===== config.mk =====
export PLATFORM = sky130hd
export DESIGN_NAME = ufs_queue
export DESIGN_NICKNAME = d
export VERILOG_FILES = /design/src/design/ufs_pkg.sv /design/src/design/ufs_queue.sv
export SDC_FILE = /design/constraint.sdc
export NUM_CORES = 1
export LEC_CHECK = 0
export BUFFER_PORTS_ARGS = -buffer_cell sky130_fd_sc_hd__clkbuf_2
export CORE_ASPECT_RATIO = 0.7
export CORE_MARGIN = 1
export CORE_UTILIZATION = 45
export DETAILED_ROUTE_END_ITERATION = 8
export PLACE_DENSITY = 0.67
export SYNTH_ARGS = -nofsm -noshare
export SYNTH_HDL_FRONTEND = slang
export SYNTH_SLANG_ARGS = --single-unit

===== constraint.sdc =====
create_clock -name clk_i -period 4.7 [get_ports clk_i]
set_input_delay 0 -clock clk_i [delete_from_list [all_inputs] [get_ports clk_i]]
set_output_delay 0 -clock clk_i [all_outputs]
set_load 0.02 [all_outputs]

===== src/design/ufs_pkg.sv =====
package ufs_pkg;

  localparam int PHI_W           = 18;
  localparam int VEL_W           = 16;
  localparam int VSUM_W          = VEL_W + 1;
  localparam int FLUX_W          = 32;
  localparam int ORDER_W         = 2;
  localparam int ORDERS          = 4;
  localparam int TAPS            = 7;
  localparam int COEF_W          = 18;
  localparam int PROD_W          = PHI_W + COEF_W;
  localparam int SUM_W           = PROD_W;
  localparam int MUL_W           = SUM_W + VSUM_W;
  localparam int ROUND_SH        = 18;
  localparam int WINDOW_LEN_DEF  = 8;
  localparam int QUEUE_DEPTH_DEF = 4;
  localparam int APB_ADDR_W      = 3;
  localparam int APB_DATA_W      = 32;
  localparam int REG_IDX_W       = APB_ADDR_W - 2;

  typedef logic signed [PHI_W-1:0]  phi_t;
  typedef logic signed [VEL_W-1:0]  vel_t;
  typedef logic signed [VSUM_W-1:0] vsum_t;
  typedef logic signed [COEF_W-1:0] coef_t;
  typedef logic [ORDER_W-1:0]       order_t;

  localparam logic [REG_IDX_W-1:0] REG_SCHEME_ORDER = REG_IDX_W'(0);
  localparam order_t               ORDER_RESET      = ORDER_W'(1);

  localparam coef_t COEF_TAB [ORDERS][TAPS] = '{
    '{coef_t'(65536), coef_t'(0), coef_t'(0), coef_t'(0), coef_t'(0), coef_t'(0),
      coef_t'(0)},
    '{-coef_t'(14020), coef_t'(60809), coef_t'(18748), coef_t'(0), coef_t'(0),
      coef_t'(0), coef_t'(0)},
    '{coef_t'(3634), -coef_t'(19998), coef_t'(60035), coef_t'(23693), -coef_t'(1827),
      coef_t'(0), coef_t'(0)},
    '{-coef_t'(1037), coef_t'(7315), -coef_t'(24295), coef_t'(61156), coef_t'(24857),
      -coef_t'(2515), coef_t'(55)}
  };

  typedef struct packed {
    phi_t [TAPS-1:0] taps;
    vsum_t           vsum;
    order_t          order;
    logic            flux_valid;
  } job_t;

endpackage


===== src/design/ufs_queue.sv =====
module ufs_queue #(
  parameter int DEPTH = ufs_pkg::QUEUE_DEPTH_DEF
) (
  input  logic          clk_i,
  input  logic          rst_ni,
  input  logic          push_i,
  input  ufs_pkg::job_t data_i,
  output logic          full_o,
  input  logic          pop_i,
  output logic          valid_o,
  output ufs_pkg::job_t data_o
);
  import ufs_pkg::*;

  localparam int PTR_W = $clog2(DEPTH);
  localparam int CNT_W = $clog2(DEPTH + 1);

  job_t             mem_q [DEPTH];
  logic [PTR_W-1:0] wr_q;
  logic [PTR_W-1:0] rd_q;
  logic [CNT_W-1:0] cnt_q;

  assign full_o  = (cnt_q == CNT_W'(DEPTH));
  assign valid_o = (cnt_q != '0);
  assign data_o  = mem_q[rd_q];

  always_ff @(posedge clk_i) begin
    if (push_i) begin
      mem_q[wr_q] <= data_i;
    end
  end

  always_ff @(posedge clk_i or negedge rst_ni) begin
    if (!rst_ni) begin
      wr_q  <= '0;
      rd_q  <= '0;
      cnt_q <= '0;
    end else begin
      if (push_i) begin
        wr_q <= (wr_q == PTR_W'(DEPTH - 1)) ? '0 : wr_q + PTR_W'(1);
      end
      if (pop_i) begin
        rd_q <= (rd_q == PTR_W'(DEPTH - 1)) ? '0 : rd_q + PTR_W'(1);
      end
      if (push_i && !pop_i) begin
        cnt_q <= cnt_q + CNT_W'(1);
      end else if (pop_i && !push_i) begin
        cnt_q <= cnt_q - CNT_W'(1);
      end
    end
  end

endmodule


==> results of run 1 <==
[worst max-delay path: stages (launching register included)]
cell	delay (ps)
dfrtp_4	930
buf_4	530
mux4_2	590
clkbuf_2	180
[per-stage QoR]
step / area, um2 / total power, mW / setup WS, ps / hold slack (ps)
floorplan: 21590 / 10.81 / 213.6 / -295.6
global placement: 23700 / 12.11 / 2300 / -148.5
detailed placement: 23700 / 12.19 / 2271 / -144.9
CTS: 26800 / 16.35 / 1712 / 132.1
global route: 26800 / 16.82 / 1636 / 140.0
finish: 26800 / 16.09 / 1845 / 183.8
[worst paths after layout]
| check | start | cells past startpoint | endpoint |
|---|---|---|---|
| worst max-delay path | rd_q[0]$_DFFE_PN0P_ | 3 | data_o[57] |
| worst min register to register | cnt_q[2]$_DFFE_PN0P_ | 1 | cnt_q[2]$_DFFE_PN0P_ |
| worst max register to register | wr_q[0]$_DFFE_PN0P_ | 4 | mem_q[2][39]$_DFFE_PP_ |
| max in group asynchronous | rst_ni | 3 | rd_q[0]$_DFFE_PN0P_ |
| min in group asynchronous | rst_ni | 3 | cnt_q[1]$_DFFE_PN0P_ |
| worst min-delay path | data_i[25] | 2 | mem_q[0][25]$_DFFE_PP_ |
[state kept, by name (all words and copies together) (netlist names)]
name and count:
cnt_q 3, mem_q 584, rd_q 2, wr_q 2
[kinds of logic after synthesis]
kind of cell,share of synthesized area (%)
xor gates and xnor gates,0.1217
muxes,15.38
and+or+nand+nor,0.2666
adders and majority gates,0.4404
buffers and inverters,1.715
AOI/OAI and AO/OA,0.04636
DFF,82.03
[routing by layer]
metal  global-route usage [%]  part of all wire (%)
met5                        0                 0.079
met2                    28.25                    49
met1                    23.00                    43
met3                    4.241                   5.9
met4                    4.721                   2.0
[cell type report]
type / count / area (um2) / area share, %
sequential: 591 / 17720 / 66.12
multi-input combinational: 172 / 3521 / 13.14
timing repair buffer: 462 / 3176 / 11.85
clock buffer: 67 / 1421 / 5.304
tap: 612 / 765.7 / 2.857
clock inverter: 27 / 178.9 / 0.6676
inverter: 4 / 15.01 / 0.05602
antenna: 1 / 2.502 / 0.009337
[power groups by stage]
| stage | sequential [mW] | clock, mW | combinational (mW) |
|---|---|---|---|
| after floorplan | 7.11 | 0 | 3.70 |
| after global placement | 7.17 | 0 | 4.94 |
| after detailed placement | 7.21 | 0 | 4.98 |
| after CTS | 7.11 | 4.15 | 5.10 |
| after global routing | 7.17 | 4.36 | 5.30 |
| final | 7.08 | 4.03 | 4.98 |
[cells in the final DEF (no fill, tap or decap), types with 5 or more instances in the layout]
cell / n
clkinv_2: 10
clkbuf_16: 55
clkbuf_2: 297
dfrtp_1: 5
mux4_2: 146
edfxtp_1: 584
clkinv_1: 12
buf_4: 9
ha_1: 6
buf_12: 6
dlygate4sd3_1: 150
clkbuf_1: 12
==> impl_results.md, run 1 <==
- Total global routing overflow: 0
- IO Count: 298
- Vias in the first global route: 10839
- Post-detail-place hpwl: 23970 um
- Starting Density: 46.04%
- P_int: 11.03 mW
- Crit. End Element: output pin
- Gpl congestion: 0.7413
- Die X: 263.8 um
- CTS tree: done
- Via count: 10066
- Pins Over Slew Limit: 0
- Via/cell ratio: 5.199
- Synth Instances: 800
- Synth Cell Area: 0.02159 mm2
- PwrDens: 600.5 mW/mm2
- Post-synth ARST share: 1.184%
- Worst setup SP type: register
- First-pass GRT wire length: 63020 um
- Seq pwr share: 44.0%
- Residual DRC: 0
- TritonCTS buffer count: 54
- Total placed cells including tap cells: 1691
- Post-CTS Setup Bufs: 0
- # resized after CTS: 0
- Later-pin clock latency in the skew report: 570 ps
- Total length of routed wires: 41520 um
- Initial antenna violation count: 4
- Synth area leaders: edfxtp_1 (81%), mux4_2 (15%), buf_12 (1.0%)
- Yosys cell types: 21
- WS Path Type: reg -> out
- Commonest cells in the netlist: edfxtp_1 (584), mux4_2 (146), buf_2 (15)
- Nets: 1442
- Core area: 0.04691 mm2
- Syn avg cell area: 26.99 um2
- Achievable frequency: 0.3502 GHz
- Power share of the clock group: 25.1%
- Routed len/inst: 21.44 um
- Critical path arrival: 2860 ps
- Pin count of the biggest net entering global routing: 74
- Hold Fails Final Rpt: 0
- Slew headroom: 27.48%
- Post-layout minimum cycle time: 2855 ps
- Antenna Nets Post-Route: 0
- Drt pass-1 iters: 5
- Rows: 66
- Clock Skew: 19.13 ps
- Final setup vio count: 0
- Outcome: completed
- GRT Total Usage: 17.16%
- Hold Buf Count CTS: 150
- RSZ-0062 raised after global routing: no
- Cell with the most instances after synthesis: edfxtp_1
- Worst min path class: in -> reg
- Tcrit/Tclk final: 60.75%
- Slew @ Worst Pin: 1088 ps
- H-tree levels: 2
- Sequential area share after synthesis: 82.03%
- Ys flop type: edfxtp_1
- Die area: 0.04888 mm2
- Pleak: 9.228 nW
- #FFs+latches synth: 591
- Top-area cell type share of the netlist area: 81.21%
- Max IR drop VDD: 0.0003758 V
- Fill cells: 3465
- PortBufs: 297
- Critical Path RT: 4700 ps
- Yosys warns: 0
- Clock Path Buffers: 3
- Syn Nets: 957
- TNS Setup: 0 ps
- Max_cap viols: 0
- EDFF count, synth: 584
- Sw Share: 31.45%
- Root buffer cell: clkbuf_16
- CP max FO: 35
- Comb power frac: 30.9%
- R2R Setup Slk: 2320 ps
- Share of cells above drive strength 1: 40.59%
- Die Y: 185.3 um
- Switching power: 5.060 mW
- Worst-path clk slew: 60 ps
- Initial drt markers: 629
- Clk sinks: 591
- P&R area growth vs syn: 24.11%
- Post-Layout Cell Count: 1936
- Final Util: 57.14%
- Largest area contributor in the netlist: edfxtp_1
No activity file was read; power rests on OpenSTA's default activity.
==> run 2: changes to the inputs <==
- PLACE_DENSITY: 0.67 -> not set
- clock period: 4.7 -> 2.8 ns (I/O delays scaled with it)
==> run 2 against run 1 <==
Net effect:
- clock-buffer cell count fell by 2
- sequential power up 68%
- wire length up 2.5%
- die area did not move
- largest power group unchanged
==> impl_results.md, run 2 (synthesis gave the netlist of run 1 again) <==
- Non-Filler Cell Area, Final: 0.02738 mm2
- Vias in the first global route: 10977
- Drt pass-1 iters: 4
- Worst reg2reg path depth: 3
- Clk sinks: 591
- Core area: 0.04691 mm2
- Worst min path class: in -> reg
- Max IR drop VDD: 0.0007199 V
- PwrDens: 1025 mW/mm2
- Residual DRC: 0
- Outcome: completed
- # resized after CTS: 0
- Largest registers: mem_q (584), cnt_q (3)
- CP Launch Point: rd_q[0]$_DFFE_PN0P_
- Share of cells above drive strength 1: 42.49%
- Via/cell ratio: 5.183
- GRT Total Usage: 17.58%
- Critical path arrival: 2600 ps
- Gpl congestion: 0.7135
- Achievable frequency: 0.3847 GHz
- Number of flip-flops in the largest register: 584
- Later-pin clock latency in the skew report: 570 ps
- Initial antenna violation count: 2
- Antenna Nets Post-Route: 0
- Initial drt markers: 761
- Die Y: 185.3 um
- Starting Density: 46.04%
- Worst setup SP type: register
- Post-detail-place hpwl: 25900 um
- Max_cap viols: 0
- Slew headroom: 46.48%
- First-pass GRT wire length: 64720 um
- Pin count of the biggest net entering global routing: 62
- Root buffer cell: clkbuf_16
- P&R area growth vs syn: 26.80%
- Via count: 10216
- TritonCTS buffer count: 56
- Pleak: 9.512 nW
- Worst r2r src: rd_q[0]$_DFFE_PN0P_
- R2R Setup Slk: 930 ps
- Pins Over Slew Limit: 0
- FF-to-FF End: rd_q[1]$_DFFE_PN0P_
- CTS tree: done
- Total placed cells including tap cells: 1716
- Critical Path RT: 2800 ps
- Final setup vio count: 0
- Total power: 28.06 mW
- Fill cells: 3443
- IO Count: 298
- Most frequent cells in the layout: edfxtp_1 (584), clkbuf_2 (297), dlygate4sd3_1 (150)
- H-tree levels: 2
- Post-Layout Cell Count: 1971
- DP Area: 0.02407 mm2
- WS Path Type: reg -> out
- Worst-path clk slew: 60 ps
- Slew @ Worst Pin: 802.7 ps
- RSZ-0062 raised after global routing: no
- Worst setup path end: data_o[119]
- Total global routing overflow: 0
- Total length of routed wires: 42550 um
- Crit. End Element: output pin
- Die X: 263.8 um
- Post-CTS Setup Bufs: 0
- TNS Setup: 0 ps
- Clock Skew: 12.16 ps
- Commonest non-fill, non-tap cell in the layout: edfxtp_1
- Nets: 1469
- WHS: 182.6 ps
- Die area: 0.04888 mm2
- PortBufs: 297
- Reg with most FFs: mem_q
- Post-layout minimum cycle time: 2600 ps
- Routed len/inst: 21.59 um
- Clock Path Buffers: 3
- Rows: 66
- Tcrit/Tclk final: 92.84%
- Hold Buf Count CTS: 150
- CP max FO: 35
- Hold Fails Final Rpt: 0
## run 2: cell type report
cell class                 count  area [um2]  share of cell area [%]
tap                          612       765.7                   2.797
inverter                       4       15.01                 0.05484
sequential                   591       17720                   64.72
clock inverter                39       349.1                   1.275
antenna                        1       2.502                0.009140
multi-input combinational    172        3521                   12.86
clock buffer                  65        1456                   5.319
timing repair buffer         487        3551                   12.97
## run 2: stage by stage
step                      util, %  setup WS, ps
final                       58.37         200.4
after global routing        58.37         1.318
after floorplan                 -         20.43
after global placement      51.32         728.9
after CTS                   58.37         92.01
after detailed placement    51.32         716.9
## run 2: worst min-delay path by stage
stage / slack, ps / cells past startpoint / from / end
after floorplan: -300 / 0 / rst_ni / cnt_q[0]$_DFFE_PN0P_
after global placement: -130 / 1 / rst_ni / cnt_q[2]$_DFFE_PN0P_
after detailed placement: -130 / 1 / rst_ni / cnt_q[2]$_DFFE_PN0P_
after CTS: 150 / 2 / data_i[85] / mem_q[1][85]$_DFFE_PP_
after global routing: 160 / 2 / data_i[122] / mem_q[3][122]$_DFFE_PP_
final: 180 / 2 / data_i[85] / mem_q[1][85]$_DFFE_PP_
## run 2: where the power goes
part / internal, mW / leakage [nW] / switching (mW)
clock network: 4.27 / 0.886 / 3.15
logic: 3.77 / 3.18 / 4.97
registers: 11.3 / 5.44 / 0.582
total: 19.4 / 9.51 / 8.71
## run 2: per-layer routing
metal,vias to the layer above,part of all wire [%],GRT usage [%]
met2,298,49,28.58
met1,5326,43,24.42
met4,2,1.6,3.907
met3,70,6.5,4.121
li1,4520,-,-
met5,-,0.031,0
## run 2: worst max-delay path: stages (launching register included)
cell	delay [ps]
dfrtp_4	940
buf_4	340
mux4_2	530
clkbuf_2	190
