===== src/design/ufs_pkg.sv =====
package ufs_pkg;

  localparam int PHI_W           = 18;
  localparam int VEL_W           = 16;
  localparam int VSUM_W          = VEL_W + 1;
  localparam int FLUX_W          = 32;
  localparam int ORDER_W         = 2;
  localparam int ORDERS          = 4;
  localparam int TAPS            = 7;
  localparam int COEF_W          = 18;
  localparam int PROD_W          = PHI_W + COEF_W;
  localparam int SUM_W           = PROD_W;
  localparam int MUL_W           = SUM_W + VSUM_W;
  localparam int ROUND_SH        = 18;
  localparam int WINDOW_LEN_DEF  = 8;
  localparam int QUEUE_DEPTH_DEF = 4;
  localparam int APB_ADDR_W      = 3;
  localparam int APB_DATA_W      = 32;
  localparam int REG_IDX_W       = APB_ADDR_W - 2;

  typedef logic signed [PHI_W-1:0]  phi_t;
  typedef logic signed [VEL_W-1:0]  vel_t;
  typedef logic signed [VSUM_W-1:0] vsum_t;
  typedef logic signed [COEF_W-1:0] coef_t;
  typedef logic [ORDER_W-1:0]       order_t;

  localparam logic [REG_IDX_W-1:0] REG_SCHEME_ORDER = REG_IDX_W'(0);
  localparam order_t               ORDER_RESET      = ORDER_W'(1);

  localparam coef_t COEF_TAB [ORDERS][TAPS] = '{
    '{coef_t'(65536), coef_t'(0), coef_t'(0), coef_t'(0), coef_t'(0), coef_t'(0),
      coef_t'(0)},
    '{-coef_t'(14020), coef_t'(60809), coef_t'(18748), coef_t'(0), coef_t'(0),
      coef_t'(0), coef_t'(0)},
    '{coef_t'(3634), -coef_t'(19998), coef_t'(60035), coef_t'(23693), -coef_t'(1827),
      coef_t'(0), coef_t'(0)},
    '{-coef_t'(1037), coef_t'(7315), -coef_t'(24295), coef_t'(61156), coef_t'(24857),
      -coef_t'(2515), coef_t'(55)}
  };

  typedef struct packed {
    phi_t [TAPS-1:0] taps;
    vsum_t           vsum;
    order_t          order;
    logic            flux_valid;
  } job_t;

endpackage


===== src/design/ufs_front.sv =====
module ufs_front #(
  parameter int WINDOW_LEN = ufs_pkg::WINDOW_LEN_DEF
) (
  input  logic            clk_i,
  input  logic            rst_ni,
  input  logic            in_valid_i,
  output logic            in_ready_o,
  input  ufs_pkg::phi_t   phi_i,
  input  ufs_pkg::vel_t   vel_i,
  input  logic            line_start_i,
  input  ufs_pkg::order_t order_i,
  input  logic            q_full_i,
  output logic            push_o,
  output ufs_pkg::job_t   job_o
);
  import ufs_pkg::*;

  localparam int HALF  = WINDOW_LEN / 2;
  localparam int CNT_W = $clog2(WINDOW_LEN + 1);

  phi_t             phi_q [WINDOW_LEN];
  phi_t             phi_d [WINDOW_LEN];
  vel_t             vel_q [WINDOW_LEN];
  vel_t             vel_d [WINDOW_LEN];
  logic [CNT_W-1:0] cnt_q;
  logic [CNT_W-1:0] cnt_d;
  phi_t             tap_p [ORDERS][TAPS];
  phi_t             tap_n [ORDERS][TAPS];
  vsum_t            vsum;

  assign in_ready_o = !q_full_i;
  assign push_o     = in_valid_i && !q_full_i;

  always_comb begin
    phi_d[0] = phi_i;
    vel_d[0] = vel_i;
    for (int i = 1; i < WINDOW_LEN; i++) begin
      phi_d[i] = phi_q[i-1];
      vel_d[i] = vel_q[i-1];
    end
    if (line_start_i) begin
      cnt_d = CNT_W'(1);
    end else if (cnt_q < CNT_W'(WINDOW_LEN)) begin
      cnt_d = cnt_q + CNT_W'(1);
    end else begin
      cnt_d = cnt_q;
    end
  end

  always_ff @(posedge clk_i or negedge rst_ni) begin
    if (!rst_ni) begin
      cnt_q <= '0;
      for (int i = 0; i < WINDOW_LEN; i++) begin
        phi_q[i] <= '0;
        vel_q[i] <= '0;
      end
    end else if (push_o) begin
      cnt_q <= cnt_d;
      for (int i = 0; i < WINDOW_LEN; i++) begin
        phi_q[i] <= phi_d[i];
        vel_q[i] <= vel_d[i];
      end
    end
  end

  for (genvar gk = 0; gk < ORDERS; gk++) begin : g_order
    for (genvar gi = 0; gi < TAPS; gi++) begin : g_tap
      localparam int AGE_P = HALF + gk - gi;
      localparam int AGE_N = HALF - 1 - gk + gi;
      if (gi < 2 * gk + 1 && AGE_P >= 0 && AGE_P < WINDOW_LEN) begin : g_p
        assign tap_p[gk][gi] = phi_d[AGE_P];
      end else begin : g_pz
        assign tap_p[gk][gi] = '0;
      end
      if (gi < 2 * gk + 1 && AGE_N >= 0 && AGE_N < WINDOW_LEN) begin : g_n
        assign tap_n[gk][gi] = phi_d[AGE_N];
      end else begin : g_nz
        assign tap_n[gk][gi] = '0;
      end
    end
  end

  assign vsum = {vel_d[HALF][VEL_W-1], vel_d[HALF]} + {vel_d[HALF-1][VEL_W-1], vel_d[HALF-1]};

  always_comb begin
    job_o.vsum       = vsum;
    job_o.order      = order_i;
    job_o.flux_valid = (cnt_d == CNT_W'(WINDOW_LEN));
    for (int i = 0; i < TAPS; i++) begin
      job_o.taps[i] = vsum[VSUM_W-1] ? tap_n[order_i][i] : tap_p[order_i][i];
    end
  end

endmodule


===== config.mk =====
export PLATFORM = sky130hd
export DESIGN_NAME = ufs_front
export DESIGN_NICKNAME = d
export VERILOG_FILES = /design/src/design/ufs_pkg.sv /design/src/design/ufs_front.sv
export SDC_FILE = /design/constraint.sdc
export NUM_CORES = 1
export LEC_CHECK = 0
export BUFFER_PORTS_ARGS = -buffer_cell sky130_fd_sc_hd__buf_4
export CAP_MARGIN = 40
export CELL_PAD_IN_SITES_DETAIL_PLACEMENT = 0
export CELL_PAD_IN_SITES_GLOBAL_PLACEMENT = 1
export CORE_MARGIN = 3
export CORE_UTILIZATION = 43
export CTS_BUF_LIST = sky130_fd_sc_hd__clkbuf_2
export DETAILED_ROUTE_END_ITERATION = 12
export HOLD_SLACK_MARGIN = 0.12
export PLACE_DENSITY_LB_ADDON = 0.1
export SLEW_MARGIN = 20
export SYNTH_ARGS = -nofsm -noshare
export SYNTH_HDL_FRONTEND = slang
export SYNTH_SLANG_ARGS = --single-unit

===== constraint.sdc =====
create_clock -name clk_i -period 3.4 [get_ports clk_i]
set_input_delay 0.17 -clock clk_i [delete_from_list [all_inputs] [get_ports clk_i]]
set_output_delay 0.17 -clock clk_i [all_outputs]
set_load 0.02 [all_outputs]

==> summary.txt, run 1 <==
outcome -> finished, violations left
violated checks -> setup timing
Via density -> 5.45
Yosys cell types -> 44
met1 usage -> 0.417
hold path cells -> 4
Die H -> 176 um
# rows -> 61
Crit path top cell by count -> buf_12
CP Cell Sequence -> ha_2 -> fa_2 -> a211oi_2 -> nor3_2 -> o211ai_2 -> a41oi_4 -> buf_12 -> xnor2_4 -> buf_12 -> clkbuf_16 -> mux2i_1 -> buf_4
max cap viols -> 0
critical path class -> reg2out
worst vdd ir -> 0.000501 V
TritonCTS clock tree -> done
mapped cell area -> 12,400 sq um
die width -> 176 um
fin. max-slew vios -> 0
Util after Layout -> 0.593
power per cell area -> 697 nW/um^2
GRT busiest layer -> met2
core footprint -> 28,100 sq um
Placer Congestion -> 0.848
met3 usage -> 0.0489
Synth Register Bits -> 194
insertion delay to the later sink of the worst-skew pair -> 810 ps
EDFF count, synth -> 0
Post-Syn Nets -> 1,779
flop2flop setup slack -> 2150 ps
initial antenna violation count -> 2
clk slew on worst S/H paths -> 370 ps
worst min path class -> in2reg
RSZ-0062 raised after global routing -> true
Yosys warning count -> 0
Remaining DRCs -> 0
Die ar. -> 30,900 sq um
synthesis-to-layout area growth -> 34.2%
delay-heaviest family, CP -> compound AO/OA/AOI/OAI gates
crit-path max cell delay -> 470 ps
worst slack at placement -> 197 ps
CTS Buffer Depth -> 2
H-tree depth -> 4
post-DP HPWL -> 26.7 mm
PnR worst setup slack -> -463 ps
Num CTS Buffers -> 17
r2r endpoint -> cnt_q[1]$_DFFE_PN0P_
drt initial violations -> 1,167
Finish-stage setup viols -> 127
Avg Inst Size Synth -> 7.21 sq um
input/output buffers -> 188
vias -> 12,787
reg2reg path depth -> 3
CP max stage cell -> dfrtp_1
Starting Density -> 0.442
first-pass detailed-route iteration total -> 5
FMAX -> 259 MHz
GRT Util Overall -> 0.283
Period minus WS final -> 3860 ps
pin count of the biggest net entering global routing -> 135
met2 Resource Use GR -> 0.433
first-pass GRT wire length -> 69.0 mm
Hold Vio Cnt, Final -> 0
CTS sink cnt -> 194
Worst Setup End Kind -> output port
WP data required -> 3230 ps
Crit Path Max Fanout -> 5
clock skew -> 55.7 ps
crit start category -> register
Total Nets Final -> 2,012
Hold Startpoint -> phi_i[6]
post-route ant nets -> 0
root buf cell -> clkbuf_2
# IOs -> 189
number of global-route vias before repair -> 11,878
top post-synthesis cells by area -> dfrtp_1 39%, nand2_1 24%, mux2i_1 9.9%
drt wl/cell -> 19.1 um
first element of the critical path -> vel_d[64]$_DFFE_PN0P_
Min-Delay Endpoint -> phi_d[114]$_DFFE_PN0P_
Rel. slew slack -> 0.438
Cells after Synth -> 1,720
cell taking the most area after synthesis -> dfrtp_1
WL final -> 44.7 mm
fraction of the yosys area taken by sequential cells -> 0.391
number of buffers and inverters on the critical path -> 4
start of the worst register-to-register path -> cnt_q[1]$_DFFE_PN0P_
Synth top area share -> 0.391
Least-Margin Pin Slew -> 844 ps
cell leakage power -> 0.00867 uW
top_reg_cell synth -> dfrtp_1
Pwr Total -> 11,600 uW
Worst EP arrival -> 3690 ps
GRT overflow -> 0
final period utilization -> 1.14
layout cells sized above 1 -> 0.198
ys async rst share -> 1.00
metrics by stage:
stage	hold WS (ps)	TNS, ps	instances	cell area [sq um]
global route	135	-72320	2345	16700
CTS	124	-47620	2336	16400
global placement	278	0	2189	14200
finish	181	-43710	2345	16700
detailed placement	279	0	2189	14200
floorplan	-126	0	1720	12400
flip-flops by register name, summed over array words and instances, names as in the netlist:
signal / flops
cnt_q: 4
vel_d: 64
phi_d: 126
layout by cell type, fill, tap and decap left out, types with 8 or more instances in the layout:
master	instances
a211oi_1	8
a211oi_2	15
a21o_1	22
a21oi_1	212
a21oi_2	21
and3_1	15
buf_12	15
buf_16	13
buf_4	183
buf_6	43
clkbuf_2	17
clkinv_8	8
dfrtp_1	194
dlygate4sd3_1	73
ha_1	13
mux2i_1	121
nand2_1	769
nor2_1	66
nor2_2	9
nor2b_1	35
o21ai_0	8
cells in the mapped netlist (all sizes together), types with 2 or more instances:
library cell	instances
inv	7
nand3	2
nor3	3
mux2i	123
buf	41
nand2	779
a211oi	23
a21o	22
dfrtp	194
nor2	78
and3	20
o211ai	2
o21a	4
o31ai	2
o21ai	13
nor2b	36
xor2	6
nand2b	3
clkbuf	87
ha	17
mux2	2
xnor2	7
a31oi	3
a21oi	235
layout make-up:
cell class	instances	area (sq um)
Fill cell	2672	11400
Multi-Input combinational cell	1391	7400
Sequential cell	194	4850
Timing Repair Buffer	341	3590
Tap cell	378	473
Clock inverter	15	206
Clock buffer	17	85.1
Inverter	7	43.8
Timing Repair inverter	1	5.00
Antenna cell	1	2.50
worst max path at each step:
| stage | end | cells past startpoint |
|---|---|---|
| after floorplan | job_o[81] | 10 |
| after detailed placement | job_o[84] | 11 |
| after CTS | job_o[84] | 12 |
| after global placement | job_o[142] | 11 |
| final | job_o[74] | 12 |
| after global routing | job_o[80] | 12 |
worst reg2reg max path, delay by kind of cell, from the launching register on:
| kind | cells | cell delay [ps] |
|---|---|---|
| buffers and inverters | 1 | 550 |
| and+or+nand+nor | 1 | 70 |
| AOI/OAI and AO/OA | 1 | 80 |
| DFF | 1 | 500 |
report_power, final:
group	internal, uW	switching (uW)
clock	283	1010
combinational	3310	3730
sequential	2710	568
repair_timing:
item                                    4_1_cts  5_1_grt
endpoints found under the setup margin      131      132
setup buffers                                21        9
hold buffers                                 74        0
gates cloned                                 20        1
pin swaps                                    21       18
endpoints found under the hold margin       271        0
resized for setup                           117       49
routing by layer:
| layer | wire [um] | vias up |
|---|---|---|
| met1 | 20400 | 6165 |
| met5 | 12 | - |
| li1 | - | 6088 |
| met4 | 582 | 2 |
| met2 | 20500 | 498 |
| met3 | 3200 | 34 |
kinds of logic (layout without fill, tap and decap cells):
| kind of cell | Yosys count | count (layout) | synth area share |
|---|---|---|---|
| flip-flops | 194 | 194 | 0.391 |
| XOR/XNOR | 13 | 13 | 0.0107 |
| other | 0 | 1 | 0 |
| multiplexers | 125 | 125 | 0.101 |
| buffers and inverters | 135 | 381 | 0.0447 |
| AO/OA/AOI/OAI | 311 | 311 | 0.141 |
| AND/OR/NAND/NOR | 924 | 924 | 0.293 |
| adder cells (fa/ha/maj) | 18 | 18 | 0.0188 |
(Power assumes the default switching activity.)
==> run 2, diff against run 1 <==
CORE_ASPECT_RATIO = 0.9   (was not set)
==> run 2 against run 1 <==
  * The flow still finishes with violations (setup timing)
  * Fmax shrank 2.1%
  * Combinational power grew 22%
  * Sequential cell count is the same
  * Largest power group unchanged
  * Worst hold slack gained 100 ps
  * Power grew 14%
  * Clock skew shrank 7.2 ps
  * Die area is essentially flat
  * Register-to-register slack lost 60 ps
  * Wire length grew 6.7%
  * Clock power shrank 5%
  * First-iteration DRC count grew 21%
  * Largest cell class unchanged
  * Sequential share of layout area shrank 2.4 points
==> summary.txt, run 2 (same netlist as run 1, synthesis figures left out) <==
Crit Path Max Fanout -> 12
core footprint -> 28,200 sq um
vias -> 12,952
max cap viols -> 0
CTS sink cnt -> 194
post-DP HPWL -> 27.1 mm
Post-DP Area -> 14,100 sq um
outcome -> finished, violations left
# rows -> 58
Reg area -> 4860 sq um
Finish-stage setup viols -> 128
Total Nets Final -> 2,015
initial antenna violation count -> 1
CTS Buffer Depth -> 2
first-pass detailed-route iteration total -> 6
worst vdd ir -> 0.000349 V
root buf cell -> clkbuf_2
Num CTS Buffers -> 17
Multi-input gate area -> 8640 sq um
Least-Margin Pin Slew -> 911 ps
Die H -> 167 um
Starting Density -> 0.441
synthesis-to-layout area growth -> 46.2%
crit start category -> register
power per cell area -> 728 nW/um^2
GRT overflow -> 0
number of global-route vias before repair -> 12,106
drt initial violations -> 1,417
Worst EP arrival -> 3780 ps
hold path cells -> 4
Hold Vio Cnt, Final -> 0
Pwr Total -> 13,200 uW
worst slack at placement -> 232 ps
reg2reg path depth -> 4
worst min path class -> in2reg
input/output buffers -> 188
Die ar. -> 30,900 sq um
cell leakage power -> 0.00922 uW
PnR worst setup slack -> -545 ps
Sum Neg Setup Slack -> -54,600 ps
Period minus WS final -> 3950 ps
Worst Setup End Kind -> output port
post-route ant nets -> 0
max reg flops -> 126
WL final -> 47.7 mm
TritonCTS clock tree -> done
H-tree depth -> 4
Remaining DRCs -> 0
insertion delay to the later sink of the worst-skew pair -> 790 ps
commonest non-fill, non-tap cell in the layout -> nand2_1
GRT Util Overall -> 0.307
layout cells sized above 1 -> 0.285
Via density -> 5.56
Fill cells -> 2,456
clock skew -> 48.5 ps
FMAX -> 253 MHz
Placer Congestion -> 0.825
WP data required -> 3230 ps
pin count of the biggest net entering global routing -> 130
most frequent cells in the layout -> 671 x nand2_1, 195 x a21oi_1, 192 x dfrtp_1, 122 x mux2i_1, 116 x buf_4
# IOs -> 189
post-route design area -> 18,100 sq um
clk slew on worst S/H paths -> 320 ps
violated checks -> setup timing
Rel. slew slack -> 0.393
final period utilization -> 1.16
first-pass GRT wire length -> 73.5 mm
critical path class -> reg2out
RSZ-0062 raised after global routing -> true
drt wl/cell -> 20.5 um
die width -> 185 um
fin. max-slew vios -> 0
run 2: cell types whose count changed in the layout (fill, tap and decap cells not counted), moves of 11 or more:
cell,previous run,this run
and3_1,15,2
nand2_2,3,29
buf_4,183,116
nand2_1,769,671
nor2_4,3,36
and3_4,5,18
nor2_1,66,35
buf_6,43,102
buf_12,15,26
nand2_4,7,78
a21oi_4,2,18
a21oi_1,212,195
run 2: cell type report:
cell class,count,area share
Clock inverter,14,0.00807
Antenna cell,1,0.000138
Timing Repair Buffer,344,0.213
Tap cell,360,0.0248
Clock buffer,18,0.00497
Sequential cell,194,0.268
Multi-Input combinational cell,1391,0.476
Inverter,7,0.00262
Timing Repair inverter,1,0.00166
run 2: final timing paths:
path / start / endpoint / slack, ps
setup / recovery: vel_d[64]$_DFFE_PN0P_ / job_o[39] / -550
hold / removal: line_start_i / cnt_q[2]$_DFFE_PN0P_ / 280
setup reg to reg: cnt_q[1]$_DFFE_PN0P_ / cnt_q[2]$_DFFE_PN0P_ / 2090
hold reg to reg: vel_d[105]$_DFFE_PN0P_ / vel_d[89]$_DFFE_PN0P_ / 480
max in group asynchronous: rst_ni / phi_d[24]$_DFFE_PN0P_ / 2380
min in group asynchronous: rst_ni / vel_d[53]$_DFFE_PN0P_ / 460
run 2: routing by layer:
layer | vias to the layer above | track usage | wire length, um
li1 | 6111 | - | -
met2 | 584 | 0.407 | 18900
met3 | 52 | 0.0628 | 4690
met1 | 6205 | 0.508 | 23400
met5 | - | 0 | 0
met4 | 0 | 0.0581 | 767
run 2: timing repair:
item	CTS	global route
hold buffers	79	0
cloned	28	0
resized for setup	403	147
pin swaps	104	54
setup buffers	23	18
endpoints found under the hold margin	272	0
setup endpoints to repair	132	132
run 2: where the power goes:
part,switching [uW],internal [uW]
Combinational,4670,3920
Clock,918,302
Sequential,690,2710
Total,6280,6930
run 2: through the flow:
step / cells / util / hold slack [ps]
CTS: 2327 / 0.626 / 202
finish: 2330 / 0.644 / 284
detailed placement: 2165 / 0.501 / 261
floorplan: 1720 / - / -126
global route: 2330 / 0.644 / 194
global placement: 2165 / 0.501 / 254
run 2: worst max-delay path, stage by stage, from the launching register on:
cell and delay [ps]:
dfrtp_1 500, ha_4 190, fa_2 420, a211oi_4 280
nor3_2 80, o211ai_2 260, a41oi_4 220, buf_12 220
buf_12 130, buf_16 150, a211oi_2 160, a21o_1 220
buf_6 150
